[src/skf_pkg.sv]
`default_nettype none

package skf_pkg;

   localparam int DATA_W    = 32;
   localparam int GAIN_BITS = 16;
   localparam int GAIN_W    = GAIN_BITS + 1;

   // The quotient p / (p + r) never exceeds one, so the divider needs one
   // integer step plus one step per fraction bit.
   localparam int DIV_STEPS = GAIN_BITS + 1;
   localparam int CNT_W     = $clog2(DIV_STEPS);

   localparam logic [GAIN_W-1:0] GAIN_ONE = GAIN_W'(1) << GAIN_BITS;

   localparam int CSR_IDX_W = 2;
   localparam logic [CSR_IDX_W-1:0] CSR_INIT_EST   = 2'd0;
   localparam logic [CSR_IDX_W-1:0] CSR_PROC_NOISE = 2'd1;
   localparam logic [CSR_IDX_W-1:0] CSR_MEAS_NOISE = 2'd2;

   localparam logic [DATA_W-1:0] INIT_EST_RST   = 32'd0;
   localparam logic [DATA_W-1:0] PROC_NOISE_RST = 32'd65;
   localparam logic [DATA_W-1:0] MEAS_NOISE_RST = 32'd65536;

   // Commands from the controller to the datapath.
   typedef struct packed {
      logic load;       // capture the measurement and the noisy covariance
      logic prep;       // form the divisor and the innovation
      logic div_step;   // one restoring divide iteration
      logic div_first;  // integer step of the divide, no shift
      logic mul_en;     // use the shared multiplier
      logic mul_sel_p;  // multiply gain by covariance instead of innovation
      logic commit;     // update state and load the output register
   } skf_cmd_type;

endpackage

`default_nettype wire

[src/skf_ctrl.sv]
`default_nettype none

module skf_ctrl import skf_pkg::*; (
   input  wire logic        clock,
   input  wire logic        reset,
   input  wire logic        req_valid,
   output      logic        req_stall,
   output      logic        rsp_valid,
   input  wire logic        rsp_stall,
   output      skf_cmd_type cmd
);

   typedef enum logic [2:0] {
      ST_IDLE,
      ST_PREP,
      ST_DIV,
      ST_MUL_E,
      ST_MUL_P,
      ST_COMMIT
   } state_type;

   state_type        state_ff;
   logic [CNT_W-1:0] cnt_ff;
   logic             req_stall_ff;
   logic             rsp_valid_ff;
   logic             out_free;

   // The output register can take a new result when empty or being drained.
   assign out_free = !rsp_valid_ff || !rsp_stall;

   always_ff @(posedge clock) begin
      if (reset) begin
         state_ff     <= ST_IDLE;
         cnt_ff       <= '0;
         req_stall_ff <= 1'b1;
         rsp_valid_ff <= 1'b0;
      end else begin
         // A commit refills the output register in the cycle it drains.
         if (cmd.commit) begin
            rsp_valid_ff <= 1'b1;
         end else if (rsp_valid_ff && !rsp_stall) begin
            rsp_valid_ff <= 1'b0;
         end
         unique case (state_ff)
            ST_IDLE: begin
               if (req_valid && !req_stall_ff) begin
                  state_ff     <= ST_PREP;
                  req_stall_ff <= 1'b1;
               end else begin
                  req_stall_ff <= 1'b0;
               end
            end
            ST_PREP: begin
               cnt_ff   <= '0;
               state_ff <= ST_DIV;
            end
            ST_DIV: begin
               cnt_ff <= cnt_ff + CNT_W'(1);
               if (cnt_ff == CNT_W'(DIV_STEPS - 1)) begin
                  state_ff <= ST_MUL_E;
               end
            end
            ST_MUL_E: begin
               state_ff <= ST_MUL_P;
            end
            ST_MUL_P: begin
               state_ff <= ST_COMMIT;
            end
            ST_COMMIT: begin
               if (out_free) begin
                  req_stall_ff <= 1'b0;
                  state_ff     <= ST_IDLE;
               end
            end
            default: begin
               state_ff <= ST_IDLE;
            end
         endcase
      end
   end

   always_comb begin
      cmd           = '0;
      cmd.load      = (state_ff == ST_IDLE) && req_valid && !req_stall_ff;
      cmd.prep      = (state_ff == ST_PREP);
      cmd.div_step  = (state_ff == ST_DIV);
      cmd.div_first = (cnt_ff == '0);
      cmd.mul_en    = (state_ff == ST_MUL_E) || (state_ff == ST_MUL_P);
      cmd.mul_sel_p = (state_ff == ST_MUL_P);
      cmd.commit    = (state_ff == ST_COMMIT) && out_free;
   end

   assign req_stall = req_stall_ff;
   assign rsp_valid = rsp_valid_ff;

endmodule

`default_nettype wire

[src/skf_dp.sv]
`default_nettype none

module skf_dp import skf_pkg::*; #(
   parameter int FRAC_BITS = 16
) (
   input  wire logic                        clock,
   input  wire logic                        reset,
   input  wire skf_cmd_type                 cmd,
   input  wire logic signed [DATA_W-1:0]    req_measurement,
   input  wire logic                        csr_write_enable,
   input  wire logic        [CSR_IDX_W-1:0] csr_index,
   input  wire logic        [DATA_W-1:0]    csr_write_data,
   output      logic signed [DATA_W-1:0]    rsp_estimate,
   output      logic        [DATA_W-1:0]    rsp_error_covariance,
   output      logic        [GAIN_W-1:0]    rsp_gain
);

   localparam logic [DATA_W-1:0] COV_ONE = DATA_W'(1) << FRAC_BITS;
   localparam int MUL_A_W = GAIN_W + 1;
   localparam int MUL_B_W = DATA_W + 2;
   localparam int PROD_W  = MUL_A_W + MUL_B_W;
   localparam int PE_W    = DATA_W + GAIN_W + 1;
   localparam int PP_W    = DATA_W + GAIN_BITS;

   // Configuration and filter state.
   logic        [DATA_W-1:0] init_est_ff;
   logic        [DATA_W-1:0] proc_noise_ff;
   logic        [DATA_W-1:0] meas_noise_ff;
   logic signed [DATA_W-1:0] estimate_ff;
   logic        [DATA_W-1:0] covar_ff;

   // Working registers of one transaction.
   logic signed [DATA_W-1:0]  meas_ff;
   logic        [DATA_W-1:0]  p_ff;
   logic        [DATA_W:0]    den_ff;
   logic                      den_zero_ff;
   logic        [DATA_W+1:0]  rem_ff;
   logic        [GAIN_W-1:0]  quot_ff;
   logic signed [DATA_W:0]    diff_ff;
   logic signed [PE_W-1:0]    prod_e_ff;
   logic        [PP_W-1:0]    prod_p_ff;

   // Output register.
   logic signed [DATA_W-1:0] rsp_estimate_ff;
   logic        [DATA_W-1:0] rsp_covar_ff;
   logic        [GAIN_W-1:0] rsp_gain_ff;

   logic        [DATA_W:0]    p_sum;
   logic        [DATA_W-1:0]  p_sat;
   logic        [DATA_W+1:0]  rem_shift;
   logic        [DATA_W+1:0]  den_ext;
   logic                      div_ge;
   logic signed [MUL_A_W-1:0] mul_a;
   logic signed [MUL_B_W-1:0] mul_b;
   logic signed [PROD_W-1:0]  mul_out;
   logic signed [DATA_W+2:0]  nx;
   logic signed [DATA_W-1:0]  nx_clamp;
   logic        [DATA_W-1:0]  covar_new;

   assign p_sum = {1'b0, covar_ff} + {1'b0, proc_noise_ff};
   assign p_sat = p_sum[DATA_W] ? '1 : p_sum[DATA_W-1:0];

   assign den_ext   = {1'b0, den_ff};
   assign rem_shift = cmd.div_first ? rem_ff : {rem_ff[DATA_W:0], 1'b0};
   assign div_ge    = !den_zero_ff && (rem_shift >= den_ext);

   assign mul_a   = {1'b0, quot_ff};
   assign mul_b   = cmd.mul_sel_p ? {2'b00, p_ff} : {diff_ff[DATA_W], diff_ff};
   assign mul_out = mul_a * mul_b;

   // Floor shift of the correction, then add to the old estimate.
   assign nx = {{3{estimate_ff[DATA_W-1]}}, estimate_ff}
             + {prod_e_ff[PE_W-1], prod_e_ff[PE_W-1:GAIN_BITS]};

   always_comb begin
      if (nx[DATA_W+2:DATA_W-1] == '0 || nx[DATA_W+2:DATA_W-1] == '1) begin
         nx_clamp = nx[DATA_W-1:0];
      end else if (nx[DATA_W+2]) begin
         nx_clamp = {1'b1, {(DATA_W-1){1'b0}}};
      end else begin
         nx_clamp = {1'b0, {(DATA_W-1){1'b1}}};
      end
   end

   assign covar_new = p_ff - prod_p_ff[PP_W-1:GAIN_BITS];

   always_ff @(posedge clock) begin
      if (reset) begin
         init_est_ff   <= INIT_EST_RST;
         proc_noise_ff <= PROC_NOISE_RST;
         meas_noise_ff <= MEAS_NOISE_RST;
         estimate_ff   <= INIT_EST_RST;
         covar_ff      <= COV_ONE;
      end else if (csr_write_enable) begin
         unique case (csr_index)
            CSR_INIT_EST: begin
               init_est_ff <= csr_write_data;
               estimate_ff <= csr_write_data;
               covar_ff    <= COV_ONE;
            end
            CSR_PROC_NOISE: begin
               proc_noise_ff <= csr_write_data;
               estimate_ff   <= init_est_ff;
               covar_ff      <= COV_ONE;
            end
            CSR_MEAS_NOISE: begin
               meas_noise_ff <= csr_write_data;
               estimate_ff   <= init_est_ff;
               covar_ff      <= COV_ONE;
            end
            default: begin
            end
         endcase
      end else if (cmd.commit) begin
         estimate_ff <= nx_clamp;
         covar_ff    <= covar_new;
      end
   end

   always_ff @(posedge clock) begin
      if (cmd.load) begin
         meas_ff <= req_measurement;
         p_ff    <= p_sat;
      end
      if (cmd.prep) begin
         den_ff      <= {1'b0, p_ff} + {1'b0, meas_noise_ff};
         den_zero_ff <= (p_ff == '0) && (meas_noise_ff == '0);
         rem_ff      <= {2'b00, p_ff};
         quot_ff     <= '0;
         diff_ff     <= {meas_ff[DATA_W-1], meas_ff} - {estimate_ff[DATA_W-1], estimate_ff};
      end
      if (cmd.div_step) begin
         rem_ff  <= div_ge ? rem_shift - den_ext : rem_shift;
         quot_ff <= {quot_ff[GAIN_W-2:0], div_ge};
      end
      if (cmd.mul_en) begin
         if (cmd.mul_sel_p) begin
            prod_p_ff <= mul_out[PP_W-1:0];
         end else begin
            prod_e_ff <= mul_out[PE_W-1:0];
         end
      end
      if (cmd.commit) begin
         rsp_estimate_ff <= nx_clamp;
         rsp_covar_ff    <= covar_new;
         rsp_gain_ff     <= quot_ff;
      end
   end

   assign rsp_estimate         = rsp_estimate_ff;
   assign rsp_error_covariance = rsp_covar_ff;
   assign rsp_gain             = rsp_gain_ff;

endmodule

`default_nettype wire

[src/scalar_kalman_filter.sv]
// Channel   Direction  Handshake             Payload
// req_      in         req_valid/req_stall   req_measurement (signed Q16.16)
// rsp_      out        rsp_valid/rsp_stall   rsp_estimate, rsp_error_covariance,
//                                            rsp_gain (Q1.16)
// csr_      in         csr_write_enable      csr_index, csr_write_data
//
// A result reaches the output register after its transaction is accepted
// through a setup state, 17 iterations of the restoring divider that forms
// the gain, the innovation and covariance products on the shared multiplier
// and a commit state that waits while the output register is still full. The
// controller is back in idle after the commit; only then is a new one taken.
// Reset is synchronous and active high; it loads the default registers, the
// initial estimate and a covariance of 1.0, and holds req_stall high.
// A new transaction is taken while a finished result still waits on rsp_stall;
// only the commit of that second result waits for the output register.
`default_nettype none

module scalar_kalman_filter import skf_pkg::*; #(
   parameter int FRAC_BITS = 16
) (
   input  wire logic                        clock,
   input  wire logic                        reset,
   input  wire logic                        req_valid,
   output      logic                        req_stall,
   input  wire logic signed [DATA_W-1:0]    req_measurement,
   output      logic                        rsp_valid,
   input  wire logic                        rsp_stall,
   output      logic signed [DATA_W-1:0]    rsp_estimate,
   output      logic        [DATA_W-1:0]    rsp_error_covariance,
   output      logic        [GAIN_W-1:0]    rsp_gain,
   input  wire logic                        csr_write_enable,
   input  wire logic        [CSR_IDX_W-1:0] csr_index,
   input  wire logic        [DATA_W-1:0]    csr_write_data
);

   // The controller sequences one transaction at a time and owns both
   // handshakes; the datapath holds the configuration, the filter state,
   // the divider, the multiplier and the output payload register.
   skf_cmd_type cmd;

   skf_ctrl u_ctrl (
      .clock     (clock),
      .reset     (reset),
      .req_valid (req_valid),
      .req_stall (req_stall),
      .rsp_valid (rsp_valid),
      .rsp_stall (rsp_stall),
      .cmd       (cmd)
   );

   // Configuration writes reload the estimate and the covariance directly in
   // the datapath; writes to an index beyond the register list are ignored.
   skf_dp #(
      .FRAC_BITS (FRAC_BITS)
   ) u_dp (
      .clock                (clock),
      .reset                (reset),
      .cmd                  (cmd),
      .req_measurement      (req_measurement),
      .csr_write_enable     (csr_write_enable),
      .csr_index            (csr_index),
      .csr_write_data       (csr_write_data),
      .rsp_estimate         (rsp_estimate),
      .rsp_error_covariance (rsp_error_covariance),
      .rsp_gain             (rsp_gain)
   );

endmodule

`default_nettype wire

[config.mk]
export PLATFORM = sky130hd
export DESIGN_NAME = scalar_kalman_filter
export DESIGN_NICKNAME = d
export VERILOG_FILES = /design/src/skf_pkg.sv /design/src/skf_ctrl.sv /design/src/skf_dp.sv /design/src/scalar_kalman_filter.sv
export SDC_FILE = /design/constraint.sdc
export NUM_CORES = 2
export LEC_CHECK = 0
export BUFFER_PORTS_ARGS = -buffer_cell sky130_fd_sc_hd__buf_2
export CORE_MARGIN = 2
export CORE_UTILIZATION = 55
export CTS_BUF_LIST = sky130_fd_sc_hd__clkbuf_2 sky130_fd_sc_hd__clkbuf_4 sky130_fd_sc_hd__clkbuf_8
export CTS_CLUSTER_SIZE = 10
export DETAILED_ROUTE_END_ITERATION = 6
export PLACE_DENSITY = 0.72
export SYNTH_ARGS = -nofsm -noshare
export SYNTH_HDL_FRONTEND = slang
export SYNTH_SLANG_ARGS = --single-unit
[constraint.sdc]
create_clock -name clock -period 19.1 [get_ports clock]
set_input_delay 2.865 -clock clock [delete_from_list [all_inputs] [get_ports clock]]
set_output_delay 2.865 -clock clock [all_outputs]
set_load 0.02 [all_outputs]
==> run metrics <==
Synth warnings 0; H-tree Lvls 3; routability congestion estimate from global placement about 0.93; Sink Count about 500; endpoints failing setup 0; Remaining DRCs 0; Post-synth EDFFs between 300 and 400; die height 298 microns; hold crit path type flop to flop; routed wire length around 140000 microns; Final Cycle Share just under 50%; largest net degree at the start of global routing 73; final count of hold timing violations 0; Post-Syn Area 47600 sq um; Core Region between 80000 and 90000 sq um; DIE AREA 88900 sq um; share of layout cells above drive strength 1 9.03%; first-pass GRT wire length 210000 microns; overall global routing resource usage 30.8%; CTS buffer count 86; # fillers 7469; Nets 6042; CTS clk-pin slew, worst paths 0.06 ns; Critical Path Fanout Max 37; vias in the first global route approximately 36000; CTS tree done; CP Launch Type flop; Synth Net Count 5946; initial antenna violation count 9; Slew HR 18.8%; main flop type after synthesis edfxtp_1; Peak Freq 0.109 GHz; clk_lat worst skew 0.71 ns; Syn-to-layout area delta 8.12%; initial drt markers 3352; min Tclk post-route 9.21 ns; FP Rows 107; wire length per cell around 22 microns; CTS Hold Bufs 0; sequential share of the synthesized area 27.9%; Yosys cell types 90; Setup crit end kind flop; maxcap violations 0; worst-case clock buffer depth 3; post-CTS sizing 0; fin. max-slew vios 0; critical path required time 19.54 ns; Final ANT Viol Nets 0; synthesized instance count between 5000 and 6000; RSZ-0062 raised after global routing no; final clock skew 0.0292 ns; GR Overflow Total 0; Worst-Margin Slew 1.21 ns; Ports approximately 150; ys async rst share 0%; Root Driver clkbuf_8; # Post-CTS Setup Buffers 0; drt first pass iters 6; synthesized area per cell 9.47 sq um; routed via count 36592; setup TNS 0 ns; outcome finished clean; DIE WIDTH 298 microns; WS Path Type flop to flop; arrival time worst endpoint 9.65 ns; Detailed Place HPWL 104000 microns; Yosys reg bits 499; Initial Utilization 55.7%; Via density 5.77; port bufs ~150
[stage by stage]
step	std cells	cell area [sq um]	utilization (%)	worst slack, ns	hold slack [ns]
final	6339	51500	60.2	9.89	0.454
after global routing	6338	51500	60.2	9.35	0.473
after CTS	6337	51400	60.2	9.95	0.454
after detailed placement	6178	49500	57.9	9.97	0.444
after global placement	6178	49500	57.9	10.14	0.436
after floorplan	5026	47600	-	9.39	0.433
[kinds of logic (layout without fill, tap and decap cells)]
group           Yosys count  after routing  synth area share (%)
compound gates          931            931                  12.6
xor+xnor                191            191                  3.52
fa+ha+maj               849            849                  30.8
buf+inv                 991           1158                  7.90
flops                   499            499                  27.9
mux                     105            105                  2.36
other cells               0              2                     0
simple gates           1460           1460                  15.0
[path summary, 6_finish.rpt]
check                 startpoint                   to  slack [ns]  cells past startpoint
max           u_ctrl.state_ff[2]   u_dp.prod_e_ff[48]        9.89                     25
min          u_dp.init_est_ff[1]  u_dp.init_est_ff[1]        0.45                      2
max reg2reg   u_ctrl.state_ff[2]   u_dp.prod_e_ff[48]        9.89                     25
min reg2reg  u_dp.init_est_ff[1]  u_dp.init_est_ff[1]        0.45                      2
[metal layers]
| metal | up-vias | share of wire (%) | track usage [%] |
|---|---|---|---|
| met5 | - | 0 | 0 |
| met4 | 0 | 4.8 | 13.7 |
| met3 | 332 | 7.4 | 4.08 |
| li1 | 16780 | - | - |
| met2 | 1450 | 47 | 50.0 |
| met1 | 18030 | 41 | 41.4 |
[Yosys cell counts (12+ instances only)]
library cell | n | area share [%]
inv_1 | 794 | 6.3
a211oi_1 | 42 | 0.66
and2_1 | 255 | 3.4
nor4_1 | 20 | 0.26
nand3_1 | 69 | 0.73
clkbuf_1 | 173 | 1.4
mux2_2 | 59 | 1.4
o21a_1 | 42 | 0.66
o211ai_1 | 25 | 0.39
o21bai_1 | 29 | 0.46
nor2_1 | 167 | 1.3
and3_1 | 19 | 0.25
a21oi_1 | 310 | 3.3
or3_1 | 22 | 0.29
xor2_1 | 64 | 1.2
nor2b_1 | 136 | 1.8
a31oi_1 | 33 | 0.43
o21ai_0 | 171 | 1.8
edfxtp_1 | 329 | 21
a22oi_1 | 24 | 0.38
fa_1 | 535 | 23
a21boi_0 | 12 | 0.19
ha_1 | 314 | 8.3
nand2b_1 | 54 | 0.71
mux2i_1 | 46 | 0.97
dfxtp_1 | 170 | 7.2
buf_2 | 12 | 0.13
o31ai_1 | 17 | 0.27
nor3_1 | 47 | 0.49
o21ai_1 | 13 | 0.14
a21o_1 | 92 | 1.5
nand2_1 | 602 | 4.7
xnor2_1 | 127 | 2.3
nand4_1 | 23 | 0.30
[state kept, by name, summed over array words and instances (netlist names), 33 cells and up]
signal and flops:
u_dp.den_ff 33, u_dp.rem_ff 34, u_dp.prod_e_ff 34, u_dp.diff_ff 33
[cells in the final DEF (no fill, tap or decap), types with 163 or more instances in the layout]
cell,count
inv_1,792
and2_1,255
fa_1,535
a21oi_1,310
dfxtp_1,170
edfxtp_1,329
nand2_1,602
o21ai_0,171
nor2_1,163
ha_1,314
[worst max-delay path: stages (launching register included)]
cell,delay (ns)
dfxtp_1,0.68
nor3b_2,0.26
buf_4,0.38
buf_4,0.56
mux2_2,0.54
and2_1,0.23
fa_1,0.53
inv_1,0.05
fa_1,0.49
fa_1,0.53
inv_1,0.06
fa_1,0.50
fa_1,0.51
inv_1,0.05
fa_1,0.47
inv_1,0.04
ha_1,0.31
a21oi_1,0.28
o21bai_1,0.10
a211o_1,0.29
a21oi_1,0.41
o32a_1,0.31
o21ai_0,0.26
o41ai_1,0.75
o21bai_1,0.14
xor2_1,0.16
[final cells by class]
class	instances	area (sq um)	area share, %
multi-input cells	3536	30600	59.5
flip-flops and latches	499	13300	25.8
inverters	795	2990	5.80
clock buffers	127	1610	3.13
well taps	1144	1430	2.78
repair buffers	204	1150	2.24
clock inverters	32	354	0.688
diodes	2	5.00	0.00973
Power is left out: the tool's default activity adds up to more than one toggle a clock period on the data nets, which glitch-free logic cannot reach.
